--- src/rtl/fdt_pkg.sv ---
package fdt_pkg;

    localparam int ENTRIES = 8;
    localparam int IDX_W = (ENTRIES > 1) ? $clog2(ENTRIES) : 1;
    localparam int CNT_W = $clog2(ENTRIES + 1);
    localparam int QDEPTH = 2;

    localparam logic [2:0] KIND_REG   = 3'd0;
    localparam logic [2:0] KIND_SRCH  = 3'd1;
    localparam logic [2:0] KIND_DEREG = 3'd2;
    localparam logic [2:0] KIND_LIST  = 3'd3;

    localparam logic [1:0] ST_ACK  = 2'd0;
    localparam logic [1:0] ST_ERR  = 2'd1;
    localparam logic [1:0] ST_HIT  = 2'd2;
    localparam logic [1:0] ST_NAME = 2'd3;

    typedef enum logic [1:0] {
        OP_REG   = 2'd0,
        OP_SRCH  = 2'd1,
        OP_DEREG = 2'd2,
        OP_LIST  = 2'd3
    } t_op;

    typedef struct packed {
        logic        bad;
        t_op         op;
        logic [63:0] peer_low;
        logic [15:0] peer_high;
        logic [63:0] file_low;
        logic [15:0] file_high;
        logic [31:0] ip;
        logic [15:0] port;
    } t_req;

    typedef struct packed {
        logic [63:0] peer_low;
        logic [15:0] peer_high;
        logic [63:0] file_low;
        logic [15:0] file_high;
        logic [31:0] ip;
        logic [15:0] port;
    } t_entry;

    localparam int ENTRY_W = $bits(t_entry);
    localparam int REQ_W = $bits(t_req);

endpackage

--- src/rtl/fdt_ram.sv ---
module fdt_ram #(
    parameter int WIDTH = 8,
    parameter int DEPTH = 8
) (
    input  logic                     i_clk,
    input  logic                     i_we,
    input  logic [$clog2(DEPTH)-1:0] i_waddr,
    input  logic [WIDTH-1:0]         i_wdata,
    input  logic [$clog2(DEPTH)-1:0] i_raddr,
    output logic [WIDTH-1:0]         o_rdata
);
    logic [WIDTH-1:0] r_mem [DEPTH];
    logic [WIDTH-1:0] r_rdata;

    always_ff @(posedge i_clk) begin
        if (i_we) begin
            r_mem[i_waddr] <= i_wdata;
        end
        r_rdata <= r_mem[i_raddr];
    end

    assign o_rdata = r_rdata;
endmodule

--- src/rtl/fdt_front.sv ---
module fdt_front (
    input  logic                i_clk,
    input  logic                i_rst_n,
    input  logic                i_valid,
    output logic                o_busy,
    input  logic [2:0]          i_kind,
    input  logic [63:0]         i_peer_low,
    input  logic [15:0]         i_peer_high,
    input  logic [63:0]         i_file_low,
    input  logic [15:0]         i_file_high,
    input  logic [31:0]         i_ip,
    input  logic [15:0]         i_port,
    output logic                o_q_valid,
    output fdt_pkg::t_req       o_q_req,
    input  logic                i_q_pop
);
    import fdt_pkg::*;

    t_req        r_q [QDEPTH];
    logic        r_wp, r_rp;
    logic [1:0]  r_cnt;
    t_req        w_req;
    logic        w_push;

    always_comb begin
        w_req.bad       = 1'b0;
        w_req.op        = OP_REG;
        case (i_kind)
            KIND_REG:   w_req.op = OP_REG;
            KIND_SRCH:  w_req.op = OP_SRCH;
            KIND_DEREG: w_req.op = OP_DEREG;
            KIND_LIST:  w_req.op = OP_LIST;
            default:    w_req.bad = 1'b1;
        endcase
        w_req.peer_low  = i_peer_low;
        w_req.peer_high = i_peer_high;
        w_req.file_low  = i_file_low;
        w_req.file_high = i_file_high;
        w_req.ip        = i_ip;
        w_req.port      = i_port;
    end

    assign o_busy    = (r_cnt == 2'(QDEPTH));
    assign w_push    = i_valid && !o_busy;
    assign o_q_valid = (r_cnt != 2'd0);
    assign o_q_req   = r_q[r_rp];

    always_ff @(posedge i_clk) begin
        if (w_push) begin
            r_q[r_wp] <= w_req;
        end
        if (!i_rst_n) begin
            r_wp  <= 1'b0;
            r_rp  <= 1'b0;
            r_cnt <= 2'd0;
        end else begin
            if (w_push) begin
                r_wp <= ~r_wp;
            end
            if (i_q_pop) begin
                r_rp <= ~r_rp;
            end
            r_cnt <= r_cnt + 2'(w_push) - 2'(i_q_pop);
        end
    end
endmodule

--- src/rtl/fdt_back.sv ---
module fdt_back (
    input  logic          i_clk,
    input  logic          i_rst_n,
    input  logic          i_q_valid,
    input  fdt_pkg::t_req i_q_req,
    output logic          o_q_pop,
    output logic          o_valid,
    output logic [1:0]    o_status,
    output logic [63:0]   o_peer_low,
    output logic [15:0]   o_peer_high,
    output logic [63:0]   o_file_low,
    output logic [15:0]   o_file_high,
    output logic [31:0]   o_ip,
    output logic [15:0]   o_port,
    output logic          o_last
);
    import fdt_pkg::*;

    typedef enum logic [6:0] {
        S_IDLE   = 7'b0000001,
        S_SCAN   = 7'b0000010,
        S_DECIDE = 7'b0000100,
        S_SHIFT  = 7'b0001000,
        S_INNER  = 7'b0010000,
        S_EMIT   = 7'b0100000,
        S_FLUSH  = 7'b1000000
    } t_state;

    t_state            r_state;
    t_req              r_req;
    logic [CNT_W-1:0]  r_count;
    logic [CNT_W-1:0]  r_i;
    logic [CNT_W-1:0]  r_j;
    logic              r_pend;
    logic              r_found;
    logic [IDX_W-1:0]  r_hit;
    t_entry            r_cand;
    logic              r_dup;
    logic              r_any;
    logic              r_cvalid;
    logic [63:0]       r_cfl;
    logic [15:0]       r_cfh;
    logic              r_ofl_v;
    logic [63:0]       r_pfl;
    logic [15:0]       r_pfh;

    logic              r_ov;
    logic [1:0]        r_ost;
    t_entry            r_oe;
    logic              r_olast;

    logic              w_we;
    logic [IDX_W-1:0]  w_waddr;
    t_entry            w_wdata;
    logic [IDX_W-1:0]  w_raddr;
    t_entry            w_rdata;
    logic              w_pair, w_fmatch;

    fdt_ram #(.WIDTH(ENTRY_W), .DEPTH(1 << IDX_W)) u_ram (
        .i_clk   (i_clk),
        .i_we    (w_we),
        .i_waddr (w_waddr),
        .i_wdata (w_wdata),
        .i_raddr (w_raddr),
        .o_rdata (w_rdata)
    );

    assign w_pair = (w_rdata.peer_low == r_req.peer_low) &&
                    (w_rdata.peer_high == r_req.peer_high) &&
                    (w_rdata.file_low == r_req.file_low) &&
                    (w_rdata.file_high == r_req.file_high);
    assign w_fmatch = (w_rdata.file_low == r_cfl) && (w_rdata.file_high == r_cfh);

    assign o_q_pop = (r_state == S_IDLE) && i_q_valid;

    always_comb begin
        w_raddr = r_i[IDX_W-1:0];
        if (r_state == S_INNER && r_cvalid) begin
            w_raddr = r_j[IDX_W-1:0];
        end
        w_we    = 1'b0;
        w_waddr = r_count[IDX_W-1:0];
        w_wdata = '{r_req.peer_low, r_req.peer_high, r_req.file_low,
                    r_req.file_high, r_req.ip, r_req.port};
        if (r_state == S_DECIDE && r_req.op == OP_REG && !r_dup &&
            r_count != CNT_W'(ENTRIES)) begin
            w_we = 1'b1;
        end
        if (r_state == S_SHIFT && r_pend) begin
            w_we    = 1'b1;
            w_waddr = IDX_W'(r_i - CNT_W'(2));
            w_wdata = w_rdata;
        end
    end

    always_ff @(posedge i_clk) begin
        r_ov <= 1'b0;
        if (!i_rst_n) begin
            r_state <= S_IDLE;
            r_count <= '0;
        end else begin
            case (r_state)
                S_IDLE: begin
                    if (i_q_valid) begin
                        r_req   <= i_q_req;
                        r_i     <= '0;
                        r_pend  <= 1'b0;
                        r_found <= 1'b0;
                        r_dup   <= 1'b0;
                        r_any   <= 1'b0;
                        if (i_q_req.bad) begin
                            r_ov <= 1'b1; r_ost <= ST_ERR; r_oe <= '0; r_olast <= 1'b1;
                        end else begin
                            r_state <= S_SCAN;
                        end
                    end
                end
                S_SCAN: begin
                    if (r_pend) begin
                        if (w_pair) begin
                            r_dup <= 1'b1;
                            r_hit <= IDX_W'(r_i - CNT_W'(1));
                        end
                        if (w_rdata.file_low == r_req.file_low &&
                            w_rdata.file_high == r_req.file_high) begin
                            r_found <= 1'b1;
                            r_cand  <= w_rdata;
                        end
                    end
                    if (r_i == r_count || (r_pend && w_pair && r_req.op != OP_SRCH)) begin
                        r_state <= S_DECIDE;
                        r_pend  <= 1'b0;
                    end else begin
                        r_pend <= 1'b1;
                        r_i    <= r_i + CNT_W'(1);
                    end
                end
                S_DECIDE: begin
                    r_ov <= 1'b1; r_oe <= '0; r_olast <= 1'b1; r_ost <= ST_ERR;
                    r_state <= S_IDLE;
                    case (r_req.op)
                        OP_REG: begin
                            if (!r_dup && r_count != CNT_W'(ENTRIES)) begin
                                r_ost   <= ST_ACK;
                                r_count <= r_count + CNT_W'(1);
                            end
                        end
                        OP_SRCH: begin
                            if (r_found) begin
                                r_ost <= ST_HIT; r_oe <= r_cand;
                            end
                        end
                        OP_DEREG: begin
                            if (r_dup) begin
                                r_ov    <= 1'b0;
                                r_state <= S_SHIFT;
                                r_i     <= CNT_W'(r_hit) + CNT_W'(1);
                                r_pend  <= 1'b0;
                            end
                        end
                        OP_LIST: begin
                            if (r_count != '0) begin
                                r_ov     <= 1'b0;
                                r_state  <= S_INNER;
                                r_i      <= '0;
                                r_j      <= '0;
                                r_pend   <= 1'b0;
                                r_cvalid <= 1'b0;
                                r_ofl_v  <= 1'b0;
                            end
                        end
                        default: ;
                    endcase
                end
                S_SHIFT: begin
                    if (r_i == r_count) begin
                        r_count <= r_count - CNT_W'(1);
                        r_ov <= 1'b1; r_ost <= ST_ACK; r_oe <= '0; r_olast <= 1'b1;
                        r_state <= S_IDLE;
                    end else begin
                        r_pend <= 1'b1;
                        r_i    <= r_i + CNT_W'(1);
                    end
                end
                S_INNER: begin
                    // load candidate at r_i, then compare against entries below it
                    if (!r_cvalid) begin
                        if (r_pend) begin
                            r_cvalid <= 1'b1;
                            r_cfl    <= w_rdata.file_low;
                            r_cfh    <= w_rdata.file_high;
                            r_pend   <= 1'b0;
                            r_j      <= '0;
                            r_any    <= 1'b0;
                        end else begin
                            r_j    <= r_i;
                            r_pend <= 1'b1;
                        end
                    end else if (r_pend && w_fmatch) begin
                        r_any   <= 1'b1;
                        r_state <= S_EMIT;
                    end else if (r_j == r_i) begin
                        r_state <= S_EMIT;
                    end else begin
                        r_pend <= 1'b1;
                        r_j    <= r_j + CNT_W'(1);
                    end
                end
                S_EMIT: begin
                    // hold the newest distinct name until the next one proves it is not last
                    if (!r_any) begin
                        if (r_ofl_v) begin
                            r_ov <= 1'b1; r_ost <= ST_NAME; r_olast <= 1'b0;
                            r_oe <= '{64'd0, 16'd0, r_pfl, r_pfh, 32'd0, 16'd0};
                        end
                        r_ofl_v <= 1'b1;
                        r_pfl   <= r_cfl;
                        r_pfh   <= r_cfh;
                    end
                    r_cvalid <= 1'b0;
                    r_pend   <= 1'b0;
                    r_i      <= r_i + CNT_W'(1);
                    if (r_i + CNT_W'(1) == r_count) begin
                        r_state <= S_FLUSH;
                    end else begin
                        r_state <= S_INNER;
                    end
                end
                S_FLUSH: begin
                    r_ov    <= 1'b1;
                    r_ost   <= ST_NAME;
                    r_olast <= 1'b1;
                    r_oe    <= '{64'd0, 16'd0, r_pfl, r_pfh, 32'd0, 16'd0};
                    r_state <= S_IDLE;
                end
                default: r_state <= S_IDLE;
            endcase
        end
    end

    assign o_valid     = r_ov;
    assign o_status    = r_ost;
    assign o_peer_low  = r_oe.peer_low;
    assign o_peer_high = r_oe.peer_high;
    assign o_file_low  = r_oe.file_low;
    assign o_file_high = r_oe.file_high;
    assign o_ip        = r_oe.ip;
    assign o_port      = r_oe.port;
    assign o_last      = r_olast;
endmodule

--- src/rtl/file_directory_table.sv ---
// Ordered directory of up to ENTRIES (peer, file, ip, port) entries held in one
// single-port-read RAM. Requests enter a two-deep queue; the back end walks the
// table one entry per cycle. The scan for a register or deregister stops at a
// matching entry; deregister then shifts the later entries down to close the
// gap. List compares each file name pairwise against the entries below it
// through the one-read-per-cycle RAM and emits each distinct name once.
// Results appear for one cycle on o_valid and cannot be stalled.
module file_directory_table (
    input  logic        i_clk,
    input  logic        i_rst_n,
    input  logic        start,
    output logic        busy,
    input  logic [2:0]  i_kind,
    input  logic [63:0] i_peer_name_low,
    input  logic [15:0] i_peer_name_high,
    input  logic [63:0] i_file_name_low,
    input  logic [15:0] i_file_name_high,
    input  logic [31:0] i_peer_ip,
    input  logic [15:0] i_peer_port,
    output logic        o_valid,
    output logic [1:0]  o_status,
    output logic [63:0] o_out_peer_low,
    output logic [15:0] o_out_peer_high,
    output logic [63:0] o_out_file_low,
    output logic [15:0] o_out_file_high,
    output logic [31:0] o_out_ip,
    output logic [15:0] o_out_port,
    output logic        o_last
);
    import fdt_pkg::*;

    logic w_qv, w_pop;
    t_req w_req;

    fdt_front u_front (
        .i_clk(i_clk), .i_rst_n(i_rst_n), .i_valid(start), .o_busy(busy),
        .i_kind(i_kind), .i_peer_low(i_peer_name_low), .i_peer_high(i_peer_name_high),
        .i_file_low(i_file_name_low), .i_file_high(i_file_name_high),
        .i_ip(i_peer_ip), .i_port(i_peer_port),
        .o_q_valid(w_qv), .o_q_req(w_req), .i_q_pop(w_pop)
    );

    fdt_back u_back (
        .i_clk(i_clk), .i_rst_n(i_rst_n), .i_q_valid(w_qv), .i_q_req(w_req),
        .o_q_pop(w_pop), .o_valid(o_valid), .o_status(o_status),
        .o_peer_low(o_out_peer_low), .o_peer_high(o_out_peer_high),
        .o_file_low(o_out_file_low), .o_file_high(o_out_file_high),
        .o_ip(o_out_ip), .o_port(o_out_port), .o_last(o_last)
    );
endmodule
--- config.mk ---
export PLATFORM = sky130hd
export DESIGN_NAME = file_directory_table
export DESIGN_NICKNAME = d
export VERILOG_FILES = /design/src/rtl/fdt_pkg.sv /design/src/rtl/fdt_ram.sv /design/src/rtl/fdt_front.sv /design/src/rtl/fdt_back.sv /design/src/rtl/file_directory_table.sv
export SDC_FILE = /design/constraint.sdc
export NUM_CORES = 2
export LEC_CHECK = 0
export BUFFER_PORTS_ARGS = -buffer_cell sky130_fd_sc_hd__clkbuf_2
export CAP_MARGIN = 15
export CORE_MARGIN = 3
export CORE_UTILIZATION = 54
export CTS_CLUSTER_DIAMETER = 100
export DETAILED_ROUTE_END_ITERATION = 8
export PLACE_DENSITY = 0.71
export SLEW_MARGIN = 20
export SYNTH_ARGS = -nofsm -noshare
export SYNTH_HDL_FRONTEND = slang
export SYNTH_SLANG_ARGS = --single-unit
export TNS_END_PERCENT = 30
--- constraint.sdc ---
create_clock -name i_clk -period 19.1 [get_ports i_clk]
set_clock_uncertainty 0.05 [all_clocks]
set_input_delay 1.91 -clock i_clk [delete_from_list [all_inputs] [get_ports i_clk]]
set_output_delay 1.91 -clock i_clk [all_outputs]
set_load 0.03 [all_outputs]
; ---- Word-level counts from Yosys, hierarchy flattened
; Memories as Yosys holds them, arrays and structs flattened. A register that Yosys moved wholly into a read port is not among the register bits.
; Cells that the tools add are included.
[word_totals]
ff_bits = 822
mem_bits_rw = 2086
output_inout_bits = 213
elab_cells = 258
n_memories = 2
[memory_table]
columns = memory, depth, width, rd, rd_ports_with_merged_regs, write_ports, line
row1 = u_back.u_ram.r_mem, 8, 208, 1, 1, 1, fdt_ram.sv:12  ; logic [WIDTH-1:0] r_mem [DEPTH];
row2 = u_front.r_q, 2, 211, 1, 1, 1, fdt_front.sv:19  ; t_req r_q [QDEPTH];
[classes]
n_addsub = 9
eq_ne = 50
n_mux = 101
bitwise_logic = 4
reduce_logical = 52
[op_table]
columns = operator, count
row1 = 208-bit 2-to-1 mux, 8
row2 = 208-bit one-hot mux with 5 select lines, 1
row3 = 64-bit == test, 3
row4 = 4-bit 2-to-1 mux, 14
row5 = 7-bit 2-to-1 mux, 8
row6 = 16-bit == test, 3
row7 = 1-bit 2-to-1 mux, 42
row8 = 7-bit one-hot mux with 6 select lines, 1
row9 = 4-bit one-hot mux with 2 select lines, 3
row10 = 4-bit one-hot mux with 5 select lines, 1
row11 = 4-bit AND reduction, 5
row12 = 5-bit AND reduction, 4
row13 = 2-bit by 1-bit inequality test with 1-bit output (second input constant), 9
row14 = 2-bit inequality test (second input constant), 9
row15 = 3-bit inequality test (second input constant), 6
row16 = 1-bit logical AND, 16
row17 = 7-bit one-hot mux with 2 select lines, 1
row18 = 7-bit AND reduction, 2
row19 = 4-bit by 1-bit adder with 4-bit output (second input constant), 3
row20 = 4-bit == test, 3
row21 = 2-bit 2-to-1 mux, 6
row22 = 1-bit one-hot mux with 2 select lines, 6
row23 = 6-bit AND reduction, 2
row24 = 2-bit nonzero test, 6
row25 = 43 further kinds, 54

; ---- Logic depth before layout (Yosys ltp)
[depth]
ltp_word = 9
mapped_depth = 10
mapped_depth_nobuf = 10

; ---- Modules after synthesis
; From an unflattened synthesis, not the netlist that was laid out.
[unflattened]
cells_unflattened = 5108
hier_area_um2 = 115085.4
[modules_own_cells]
columns = module, n_inst, cells_per_inst, area_per_inst_um2
row1 = fdt_ram, 1, 2624, 66587.6
row2 = fdt_back, 1, 1799, 32957.9
row3 = fdt_front, 1, 685, 15539.9

; ---- Worst setup path after synthesis
; Ideal clock, no wire load.
[synth_timing]
kind = input -> register
startpoint = in i_rst_n
endpoint = reg u_back.r_oe, in the netlist u_back.o_file_high[0] (enable)
setup_ns = 1.037
arrival_ns = 16.349
path_slack_ns = 1.664
path_stages = 2
path_buffers = 0
path_cell_list = nand2b_1 -> nor3_1
[synth_between]
elab_chain_len = 1
[synth_lines]
columns = item, line
row1 = from (decl), file_directory_table.sv:10  ; input logic i_rst_n,
row2 = 7-bit AND reduction (no line), n/a
row3 = to (signal assigned), fdt_back.sv:214  ; r_oe <= '{64'd0, 16'd0, r_pfl, r_pfh, 32'd0, 16'd0};
row4 = to (signal assigned), fdt_back.sv:233  ; r_oe <= '{64'd0, 16'd0, r_pfl, r_pfh, 32'd0, 16'd0};
row5 = to (decl), fdt_back.sv:49  ; t_entry r_oe;
; Every way passes these cells.
; A chain may end at the register's enable or synchronous reset.

; ---- Worst setup path after layout
[layout_timing]
startpoint = reg u_back.r_state[0]
endpoint = mem u_back.u_ram.r_mem[4][138] (netlist name) (enable)
[layout_between]
elab_chain_len = 8
[layout_lines]
columns = item, line
row1 = from (decl), fdt_back.sv:29  ; t_state r_state;
row2 = from (signal assigned), fdt_back.sv:99  ; r_state <= S_IDLE;
row3 = from (signal assigned), fdt_back.sv:114  ; r_state <= S_SCAN;
row4 = from (signal assigned), fdt_back.sv:131  ; r_state <= S_DECIDE;
row5 = 7-bit by 3-bit == test with 1-bit output, fdt_back.sv:85  ; if (r_state == S_DECIDE && r_req.op == OP_REG && !r_dup &&
row6 = 1-bit logical AND (3 in series), fdt_back.sv:85
row7 = 1-bit 2-to-1 mux, fdt_back.sv:85
row8 = 1-bit 2-to-1 mux, fdt_back.sv:89  ; if (r_state == S_SHIFT && r_pend) begin
row9 = 1-bit 2-to-1 mux, fdt_ram.sv:16  ; if (i_we) begin
row10 = 1-bit 2-to-1 mux (not written as such), fdt_ram.sv:17  ; r_mem[i_waddr] <= i_wdata;
row11 = to (decl), fdt_ram.sv:12
; Several ways; a longest one is shown, not always the timed one.

==> impl_results.md <==
- Status: completed
- H-Tree Depth: 5
- DIE AREA: 221000 µm²
- Setup crit end kind: flop
- Startpoint types: flop
- Starting density of the core: 0.545
- Port Buf Inserts: 426
- Leak: 45.2 nW
- Mux share of post-synthesis cell area: 0.0614
- Unique masters post-synth: 61
- Total power: 19.0 mW
- Final slew viol count: 0
- PD cells: 145 nW/µm²
- Clock Path Buffers: 4
- DPL Wire Length: 162000 µm
- Tmin final: 6.06 ns
- Fin nets: 7470
- Fraction of layout cells with a size suffix above 1: 0.191
- Yosys warns: 0
- Max-cap check violation count: 0
- WS Path Type: reg2reg
- Synth Area in Simple Gates: 0.0797
- XOR/XNOR share of the synthesized area: 0.0166
- Post-synth top area share: 0.748
- Slowest-stage cell, CP: and2_4
- Post-synth EDFFs: 2892
- Synth Register Bits: 3117
- Initial antenna violation count: 20
- Avg Inst Size Synth: 17.2 µm²
- FMAX: 0.165 GHz
- Arr. time, crit path: 6.53 ns
- Final period utilization: 0.317
- Clock Latency Late Sink: 0.97 ns
- Critical path buffers and inverters: 4
- Ordered list of cells on the worst path: nor4_1, nand3_1, clkinv_1, and2_4, a2bb2oi_1, nor2_4, buf_12, buf_4, buf_4
- Gpl congestion: 0.881
- WL final: 278000 µm
- Post-CTS Setup Repair Bufs: 0
- CTS root buf: clkbuf_16
- Compound-Gate Fraction of Synth Area: 0.0388
- Max-slew headroom: 0.215
- Area leader, netlist: edfxtp_1
- Ys async rst share: 0
- First drt pass iteration count: 7
- DR WL/cell: 27.0 µm
- Req. time, crit path: 19.58 ns
- Fill cells: 14876
- Syn_nets: 6966
- CTS tree: built
- Hold Vio Cnt, Final: 0
- Final setup violation count: 0
- Area added between synthesis and finish: 13.3%
- DRC: 0
- Fin Setup TNS: 0 ns
- Top cell by count, worst path: buf_4
- Final Non-Filler Cells: 10322
- Crit path max-delay family: buffers and inverters
- Die width: 470 µm
- FF+latch area: 91400 µm²
- Unrepaired setup endpoints after global routing: false
- Worst hold path class: reg2reg
- First-pass GRT wire length: 409000 µm
- Initial DRC count: 7532
- Pin count of the biggest net entering global routing: 184
- DP Cell Count: 9739
- Number of instances in the synthesized netlist: 6742
- Total Routing Usage GR: 0.249
- CTS Buf Count: 325
- Clock-pin slew on the worst setup and hold paths: 0.06 ns
- Max stage delay on crit path: 0.82 ns
- DR vias/cell: 5.94
- Number of global-route vias before repair: 60647
- Post-DRT Antenna Nets: 0
- Area of the multi-input gates: 23100 µm²
- Total gr overflow: 0
- Floorplan die height: 470 µm
- Post-CTS Hold Buffers: 0
- Slew @ Worst Pin: 1.17 ns
- Io pins: 427
- Synth Flop Type: edfxtp_1
- Rows: 169
- Sink Count: 3117
- CP Max Fanout: 101
- Sequential share of the synthesized area: 0.787
- Post-synthesis cell area: 116000 µm²
- Core area: 213000 µm²
- Largest family of logic cells by synthesized area: simple AND/OR/NAND/NOR gates
- CTS-repair resized insts: 0
- Max VDD drop: 0.109 mV
- Adder and majority gate portion of the synthesized area: 0.00114
- Detailed-route via count: 61279
- Area contributors post-synth: edfxtp_1 (75%), mux4_2 (4.0%), nand2_1 (3.9%)
per-layer routing:
layer  vias up  share of wire  track usage
met5         -        0.00027            0
met4        12          0.031       0.0778
met3       473          0.089       0.0503
met2      2884           0.46        0.381
met1     31337           0.42        0.366
li1      26573              -            -
registers in the layout, indices dropped and copies added, names as in the netlist, 2 cells and up, named ones only:
register and count:
u_back.o_peer_high 16, u_back.r_pfh 16, u_back.r_cfl 64, u_back.o_status 2
u_back.r_pfl 64, u_back.r_i 4, u_front.r_q 422, u_back.r_cand 208
u_back.r_hit 3, u_back.r_req 210, u_back.u_ram.o_rdata 208, u_back.r_count 4
u_front.r_cnt 2, u_back.o_file_low 64, u_back.o_peer_low 64, u_back.r_cfh 16
u_back.o_port 16, u_back.o_file_high 16, u_back.r_j 4, u_back.o_ip 32
u_back.u_ram.r_mem 1664, u_back.r_state 7
cells in the mapped netlist (all sizes together), types with 7 or more instances:
cell	count
nor4	44
xor2	122
ha	9
edfxtp	2892
a21oi	11
o22ai	10
dfxtp	225
o31ai	208
nand4	30
inv	45
nand2b	21
o21ai	31
nand2	1216
and2	340
nor2	48
a22o	82
nand3	7
nor2b	35
mux2	212
a211oi	211
mux4	208
nor3	18
and3	211
buf	130
clkbuf	214
xnor2	98
stage by stage:
stage,setup slack [ns],utilization,hold WS (ns),cell area (µm²)
6_report,13.04,0.618,0.351,132000
5_1_grt,12.78,0.618,0.364,132000
4_1_cts,13.01,0.617,0.355,131000
3_5_place_dp,13.09,0.569,0.369,121000
3_3_place_gp,13.07,0.569,0.368,121000
2_1_floorplan,1.66,-,0.358,116000
path summary, 6_finish.rpt:
check                                                      from                                   end  slack (ns)  cells after the start
worst max-delay path             u_back.r_state[0]$_SDFFE_PN1P_  u_back.u_ram.r_mem[4][138]$_DFFE_PP_       13.04                      9
worst min-delay path            u_back.u_ram.o_rdata[6]$_DFF_P_            u_back.r_cand[6]$_DFFE_PP_        0.35                      0
worst max register to register   u_back.r_state[0]$_SDFFE_PN1P_  u_back.u_ram.r_mem[4][138]$_DFFE_PP_       13.04                      9
worst min register to register  u_back.u_ram.o_rdata[6]$_DFF_P_            u_back.r_cand[6]$_DFFE_PP_        0.35                      0
where the power goes:
part	switching (mW)	total (mW)	internal [mW]
Combinational	2.48	3.62	1.15
Clock	2.51	6.13	3.62
Sequential	0.590	9.28	8.69
cell usage in the layout (no fill, tap or decap), drive strengths merged, types with 30 or more instances in the layout:
master and count:
buf 95, nand4 30, clkbuf 851, a22o 82, xnor2 98, nor2 48, and3 211, nor4 44
o31ai 208, edfxtp 2892, clkinv 110, dfxtp 225, inv 49, xor2 122, and2 340, nor2b 35
a211oi 211, mux2 212, o21ai 31, nand2 1216, mux4 208
cell type report:
type | count | share of cell area
Antenna cell | 8 | 0.000152
Clock buffer | 425 | 0.0679
Clock inverter | 149 | 0.0105
Inverter | 47 | 0.00134
Multi-Input combinational cell | 3234 | 0.176
Sequential cell | 3117 | 0.695
Tap cell | 2821 | 0.0268
Timing Repair Buffer | 521 | 0.0230
logic make-up (layout without fill, tap and decap cells):
| kind of cell | after synthesis | count (layout) |
|---|---|---|
| multiplexers | 424 | 424 |
| AND/OR/NAND/NOR | 1984 | 1984 |
| other | 0 | 8 |
| AO/OA/AOI/OAI | 596 | 596 |
| flip-flops | 3117 | 3117 |
| adder cells (fa/ha/maj) | 10 | 10 |
| buffers and inverters | 391 | 1142 |
| XOR/XNOR | 220 | 220 |
worst register-to-register path: stages (launching register included):
cell       delay (ns)
dfxtp_1          0.34
nor4_1           0.37
nand3_1          0.29
clkinv_1         0.30
and2_4           0.82
a2bb2oi_1        0.49
nor2_4           0.57
buf_12           0.63
buf_4            0.93
buf_4            0.80
No activity file was read; power rests on OpenSTA's default activity.
